==> config.mk <==
export PLATFORM = sky130hd
export DESIGN_NAME = tcpc_ctrl
export DESIGN_NICKNAME = d
export VERILOG_FILES = /design/src/sv/tcpc_pkg.sv /design/src/sv/tcpc_ctrl.sv
export SDC_FILE = /design/constraint.sdc
export NUM_CORES = 1
export LEC_CHECK = 0
export ABC_AREA = 1
export BUFFER_PORTS_ARGS = -buffer_cell sky130_fd_sc_hd__buf_4
export CAP_MARGIN = 20
export CORE_AREA = 2 2 39 41
export DETAILED_ROUTE_END_ITERATION = 10
export DIE_AREA = 0 0 41 43
export PLACE_DENSITY = 0.56
export SYNTH_ARGS = -nofsm -noshare
export SYNTH_HDL_FRONTEND = slang
export SYNTH_SLANG_ARGS = --single-unit
==> constraint.sdc <==
create_clock -name clk_i -period 3.1 [get_ports clk_i]
set_input_delay 0.31 -clock clk_i [delete_from_list [all_inputs] [get_ports clk_i]]
set_output_delay 0.31 -clock clk_i [all_outputs]
set_load 0.05 [all_outputs]
==> src/sv/tcpc_pkg.sv <==
package tcpc_pkg;

  // frame store geometry
  localparam int unsigned MaxColumns = 128;
  localparam int unsigned MaxRows    = 64;
  localparam int unsigned CellCount  = MaxColumns * MaxRows;
  localparam int unsigned CellIdxW   = (CellCount > 1) ? $clog2(CellCount) : 1;
  localparam int unsigned ColW       = (MaxColumns > 1) ? $clog2(MaxColumns) : 1;
  localparam int unsigned RowW       = (MaxRows > 1) ? $clog2(MaxRows) : 1;
  localparam int unsigned WidthW     = $clog2(MaxColumns + 1);
  localparam int unsigned HeightW    = $clog2(MaxRows + 1);

  // register and field widths
  localparam int unsigned ScrWidthW  = 8;
  localparam int unsigned ScrHeightW = 7;
  localparam int unsigned CfgDataW   = 8;
  localparam int unsigned CfgIdxW    = 1;
  localparam int unsigned CellIndexW = 13;
  localparam int unsigned CoordW     = 16;
  localparam int unsigned AttrW      = 16;
  localparam int unsigned OrderW     = 16;
  localparam int unsigned CharW      = 8;
  localparam int unsigned StatusW    = 3;

  localparam logic [ScrWidthW-1:0]  ResetWidth  = 8'd80;
  localparam logic [ScrHeightW-1:0] ResetHeight = 7'd25;
  localparam logic [CharW-1:0]      NewlineCode = 8'd10;
  localparam logic [CharW-1:0]      SpaceCode   = 8'd32;
  localparam logic [OrderW-1:0]     ClearedOrder = 16'hFFFF;

  typedef enum logic [1:0] {
    OP_CLEAR = 2'd0,
    OP_BEGIN = 2'd1,
    OP_CHAR  = 2'd2,
    OP_READ  = 2'd3
  } op_e;

  typedef enum logic [CfgIdxW-1:0] {
    REG_WIDTH  = 1'b0,
    REG_HEIGHT = 1'b1
  } reg_idx_e;

  typedef enum logic [StatusW-1:0] {
    ST_WRITTEN = 3'd0,
    ST_OFF     = 3'd1,
    ST_HIDDEN  = 3'd2,
    ST_NEWLINE = 3'd3,
    ST_DONE    = 3'd4
  } status_e;

  typedef enum logic [2:0] {
    S_INIT,
    S_IDLE,
    S_CLEAR,
    S_FETCH,
    S_LOOKUP,
    S_WRITE,
    S_RESP
  } state_e;

  typedef struct packed {
    logic [CharW-1:0]  ch_code;
    logic [AttrW-1:0]  attr;
    logic [OrderW-1:0] prio;
  } cell_t;

  localparam cell_t BlankCell = '{ch_code: SpaceCode, attr: '0, prio: ClearedOrder};

  typedef struct packed {
    logic accept;
    logic clr_step;
    logic rd_en;
    logic cell_wr;
  } cmd_t;

  typedef struct packed {
    logic clr_last;
  } sts_t;

endpackage

==> src/sv/tcpc_ctrl.sv <==
module tcpc_ctrl (
  input  logic                              clk_i,
  input  logic                              rst_ni,
  input  logic                              start_i,
  input  logic [1:0]                        opcode_i,
  input  logic [tcpc_pkg::CharW-1:0]        char_code_i,
  input  tcpc_pkg::sts_t                    sts_i,
  output tcpc_pkg::cmd_t                    cmd_o,
  output logic                              busy_o,
  output logic                              done_o
);

  tcpc_pkg::state_e state_q, state_d;

  always_ff @(posedge clk_i or negedge rst_ni) begin
    if (!rst_ni) begin
      state_q <= tcpc_pkg::S_INIT;
    end else begin
      state_q <= state_d;
    end
  end

  always_comb begin
    state_d = state_q;
    unique case (state_q)
      tcpc_pkg::S_INIT: begin
        if (sts_i.clr_last) state_d = tcpc_pkg::S_IDLE;
      end
      tcpc_pkg::S_IDLE: begin
        if (start_i) begin
          unique case (tcpc_pkg::op_e'(opcode_i))
            tcpc_pkg::OP_CLEAR: state_d = tcpc_pkg::S_CLEAR;
            tcpc_pkg::OP_BEGIN: state_d = tcpc_pkg::S_RESP;
            tcpc_pkg::OP_CHAR: begin
              state_d = (char_code_i == tcpc_pkg::NewlineCode) ? tcpc_pkg::S_RESP
                                                                : tcpc_pkg::S_FETCH;
            end
            tcpc_pkg::OP_READ:  state_d = tcpc_pkg::S_LOOKUP;
            default:            state_d = tcpc_pkg::S_IDLE;
          endcase
        end
      end
      tcpc_pkg::S_CLEAR: begin
        if (sts_i.clr_last) state_d = tcpc_pkg::S_RESP;
      end
      tcpc_pkg::S_FETCH:  state_d = tcpc_pkg::S_WRITE;
      tcpc_pkg::S_LOOKUP: state_d = tcpc_pkg::S_RESP;
      tcpc_pkg::S_WRITE:  state_d = tcpc_pkg::S_RESP;
      tcpc_pkg::S_RESP:   state_d = tcpc_pkg::S_IDLE;
      default:            state_d = tcpc_pkg::S_IDLE;
    endcase
  end

  always_comb begin
    cmd_o          = '0;
    cmd_o.accept   = (state_q == tcpc_pkg::S_IDLE) && start_i;
    cmd_o.clr_step = (state_q == tcpc_pkg::S_INIT) || (state_q == tcpc_pkg::S_CLEAR);
    cmd_o.rd_en    = (state_q == tcpc_pkg::S_FETCH) || (state_q == tcpc_pkg::S_LOOKUP);
    cmd_o.cell_wr  = (state_q == tcpc_pkg::S_WRITE);
    busy_o         = (state_q != tcpc_pkg::S_IDLE);
    done_o         = (state_q == tcpc_pkg::S_RESP);
  end

  // result strobe lasts a single cycle
  a_done_pulse: assert property (@(posedge clk_i) disable iff (!rst_ni)
    done_o |=> !done_o)
    else $error("result strobe held longer than one cycle");

  // a clear walk always ends in a result
  a_clear_reply: assert property (@(posedge clk_i) disable iff (!rst_ni)
    (state_q == tcpc_pkg::S_CLEAR && sts_i.clr_last) |=> done_o)
    else $error("clear walk finished without a result");

  // a cell update is always preceded by its fetch
  a_write_after_fetch: assert property (@(posedge clk_i) disable iff (!rst_ni)
    cmd_o.cell_wr |-> $past(cmd_o.rd_en))
    else $error("cell update without a preceding fetch");

endmodule

# Word-level counts from Yosys, hierarchy flattened
# Index checks and enable logic that the tools add are counted.
[word_totals] reg_bits=3 input_bits=14 out_inout_bits=6
[classes] n_eq_ne=14 mux=6 n_reduce_logical=7
[op_table] operator="$pmux 3 s5" count=1
[op_table] operator="$mux 3" count=4
[op_table] operator="$pmux 3 s4" count=1
[op_table] operator="$eq 3x3->1 const B" count=3
[op_table] operator="$eq 8x4->1 const B" count=1
[op_table] operator="$eq 3x2->1 const B" count=2
[op_table] operator="$ne 2x2->1 const B" count=3
[op_table] operator="$eq 2x2->1 const B" count=2
[op_table] operator="$eq 3x1->1 const B" count=1
[op_table] operator="$logic_not 3->1" count=1
[op_table] operator="$ne 3x1->1 const B" count=1
[op_table] operator="$reduce_and 3->1" count=1
[op_table] operator="$eq 2x1->1 const B" count=1
[op_table] operator="$logic_not 2->1" count=1
[op_table] operator="$logic_or 1x1->1" count=2
[op_table] operator="$reduce_or 2->1" count=1
[op_table] operator="$logic_and 1x1->1" count=1

# Longest topological paths before layout
[logic_depth] ltp_word=5 ltp_mapped=8 ltp_nobuf=8

# Worst setup path before layout
# Ideal clock, no wire load.
[synth_path] path_kind="reg2out" startpoint="reg state_q[0]" endpoint="out cmd_o[0] (netlist bit)" arrival_time_ns=1.591 required_ns=2.790 setup_slack_ns=1.199 path_stages_with_launch=3 path_buffers=0 path_cell_list="dfrtp_1 -> inv_2 -> nor3_1"
[synth_lines] element="from (decl)" line="tcpc_ctrl.sv:13" source="tcpc_pkg::state_e state_q, state_d;"
[synth_lines] element="from (signal assigned)" line="tcpc_ctrl.sv:17" source="state_q <= tcpc_pkg::S_INIT;"
[synth_lines] element="from (signal assigned)" line="tcpc_ctrl.sv:19" source="state_q <= state_d;"
[synth_lines] element="to (decl)" line="tcpc_ctrl.sv:8" source="output tcpc_pkg::cmd_t cmd_o,"

==> results.ini <==
[clock_network]
cts_made_buffers = 3
clk_latency_ps = 240
post-cts-setup-buffers = 0
cts_hold_buf = 1
cts-resized-gates = 0
clockRootBuffer = clkbuf_4
cts_sinks = 3
htreeDepth = 1
cts_tree = done
cts_max_path_buffers = 2
clk_pin_slew_worst_paths_ps = 40

[finish]
multi_input_area_um2 = 174
largestRegisters = state_q x3
drive_above_1_share_pct = 34.6
largest_reg_flops = 3
top_register = state_q
instances_no_fill = 94
antenna_cells = 0
area_growth_pct = 66.0
nFillCells = 165
seq_area_um2 = 75.1
layout.nets = 93

[synth]
synthTopCellsByArea = dfrtp_1 25%, nand2_1 21%, inv_1 15%, nor2_1 8.7%, nand3_1 6.6%
syn_area_per_cell_um2 = 5.58
ys_seq_area_share_pct = 24.9
synth_most_common_cell = nand2_1
yosysWarningCount = 0
synth_ff_type = dfrtp_1
synth_edf_count = 0
synth_commonest_cells = 17 x nand2_1, 12 x inv_1, 7 x nor2_1, 4 x nand3_1, 3 x dfrtp_1
yosysTopAreaCellShare_pct = 24.9
syn_area_um2 = 302
synthArstFlopShare_pct = 100
synthesis.nets = 68
synth_cells = 54
synth.largest_area_cell = dfrtp_1
ys_ff_latch = 3
ys_types = 12

[floorplan]
fp.dieW_um = 41
core_um2 = 1380
dieArea_um2 = 1760
initial_core_util_pct = 21.8
die_h_um = 43
rows = 14
io_pins = 20

[setup_path]
end_kind = primary output
path_buf_inv = 2
r2r-start = state_q[2]
crit_chain = inv_2 > nand3_2 > nor2_1 > buf_4
cp_max_fo = 7
crit_type = register to primary output
critical_path.top_delay_family = flip-flops
cp.required_ps = 2790
arrival_ps = 1230
critPathLaunch = state_q[2]
crit_path_max_incr_delay_ps = 420
cpMaxStageDelayCell = dfrtp_1
cp-start-kind = register

[grt]
grt_max_degree = 8
grt_pass1_wl_um = 1360
grt_use_total_pct = 11.8
grt_pass1_vias = 389
antenna_found_initial = 0
grt_overflow = 0

[pwr]
p_leak_nw = 0.310
p_seq_share_pct = 17.9
ir_drop_v = 0.000285
switchingPower_uw = 299
p_int_uw = 221
power.share.clock_pct = 13.8
share_comb_of_total_power_pct = 68.3
sw_frac_of_total_pct = 57.5
powerDensity_nw_per_um2 = 1040

[min_path]
hold_class = input port to register
holdCritStartpoint = sts_i

[placement]
dp.cells = 89
hpwl_um = 637
dp_slack_ps = 1810
portBuffers = 19
globalplace.congestion = 0.753

[routing]
dr_total_vias = 385
drc = 0
firstDrtPassIters = 4
viasPerCell = 4.10
drt-total-wl_um = 750
drtIter0Drc = 4
wl_per_cell_um = 7.98
ant_nets = 0

[sta]
finalHoldViolations = 0
max_slew_margin_pct = 83.8
clock.fmax_ghz = 0.649
whs_ps = 353
setup_viol = 0
period_share_pct = 49.7
setup_ws_ps = 1560
rsz0062_at_grt = false
worst_pin_slew_ps = 243
drv_slew = 0
period_minus_slack_ps = 1540
final.setup.tns_ps = 0
fin_skew_ps = 3.72

[flow_run]
maxCapViolations = 0

[status]
status = finished clean

-- cells by family (layout without fill, tap and decap cells) --
family | Yosys count | count (layout) | synth area share [%]
buf+inv | 14 | 38 | 17.4
flops | 3 | 3 | 24.9
compound gates | 3 | 3 | 5.40
simple gates | 34 | 34 | 52.3
-- worst register-to-register path: stages, from the launching register on --
cell     delay [ps]
dfrtp_1         420
inv_2           140
nand3_2         120
nand2_1         100
nand3_2          70
nor2_1          110
nor2_1           50
-- worst paths after layout --
| path | slack, ps | to | depth (start not counted) |
|---|---|---|---|
| worst max-delay path | 1560 | cmd_o[3] | 4 |
| worst min-delay path | 350 | state_q[1] | 4 |
| max in group asynchronous | 2610 | state_q[0] | 2 |
| worst min register to register | 600 | state_q[1] | 2 |
| worst max register to register | 1980 | state_q[0] | 6 |
| min in group asynchronous | 390 | state_q[2] | 2 |
-- metal layers --
layer	GRT usage (%)	vias up	share of wire, %
met3	3.14	2	5.2
met2	17.5	13	47
met1	13.0	157	45
li1	-	213	-
met5	0	-	0
met4	10.0	0	2.7
-- power by group through the flow --
stage	Sequential, mW	Combinational, mW	Clock (mW)
2_1_floorplan	0.0873	0.263	0
3_3_place_gp	0.0917	0.355	0
4_1_cts	0.0929	0.358	0.0731
3_5_place_dp	0.0934	0.356	0
5_1_grt	0.0987	0.389	0.0754
6_report	0.0931	0.355	0.0718
-- metrics by stage --
stage	instance area, um2	power (mW)	utilization [%]
2_1_floorplan	302	0.350	-
3_3_place_gp	464	0.447	33.5
3_5_place_dp	464	0.450	33.5
4_1_cts	500	0.524	36.2
5_1_grt	500	0.563	36.2
6_report	500	0.519	36.2
-- layout by cell type (no fill, tap or decap), types with 2 or more instances in the layout --
cell	synthesis	routed
nor2_1	7	7
nand4_1	2	2
buf_4	0	19
inv_2	2	2
nand3_1	4	4
nand2_1	17	17
nand3_2	2	2
inv_1	12	12
clkbuf_4	0	3
dfrtp_1	3	3
o21ai_1	2	2
-- layout make-up --
class / instances / area share, %
Clock buffer: 4 / 5.25
Inverter: 14 / 10.5
Multi-Input combinational cell: 37 / 34.8
Sequential cell: 3 / 15.0
Tap cell: 16 / 4.00
Timing Repair Buffer: 20 / 30.5
No activity file was read; power rests on OpenSTA's default activity.
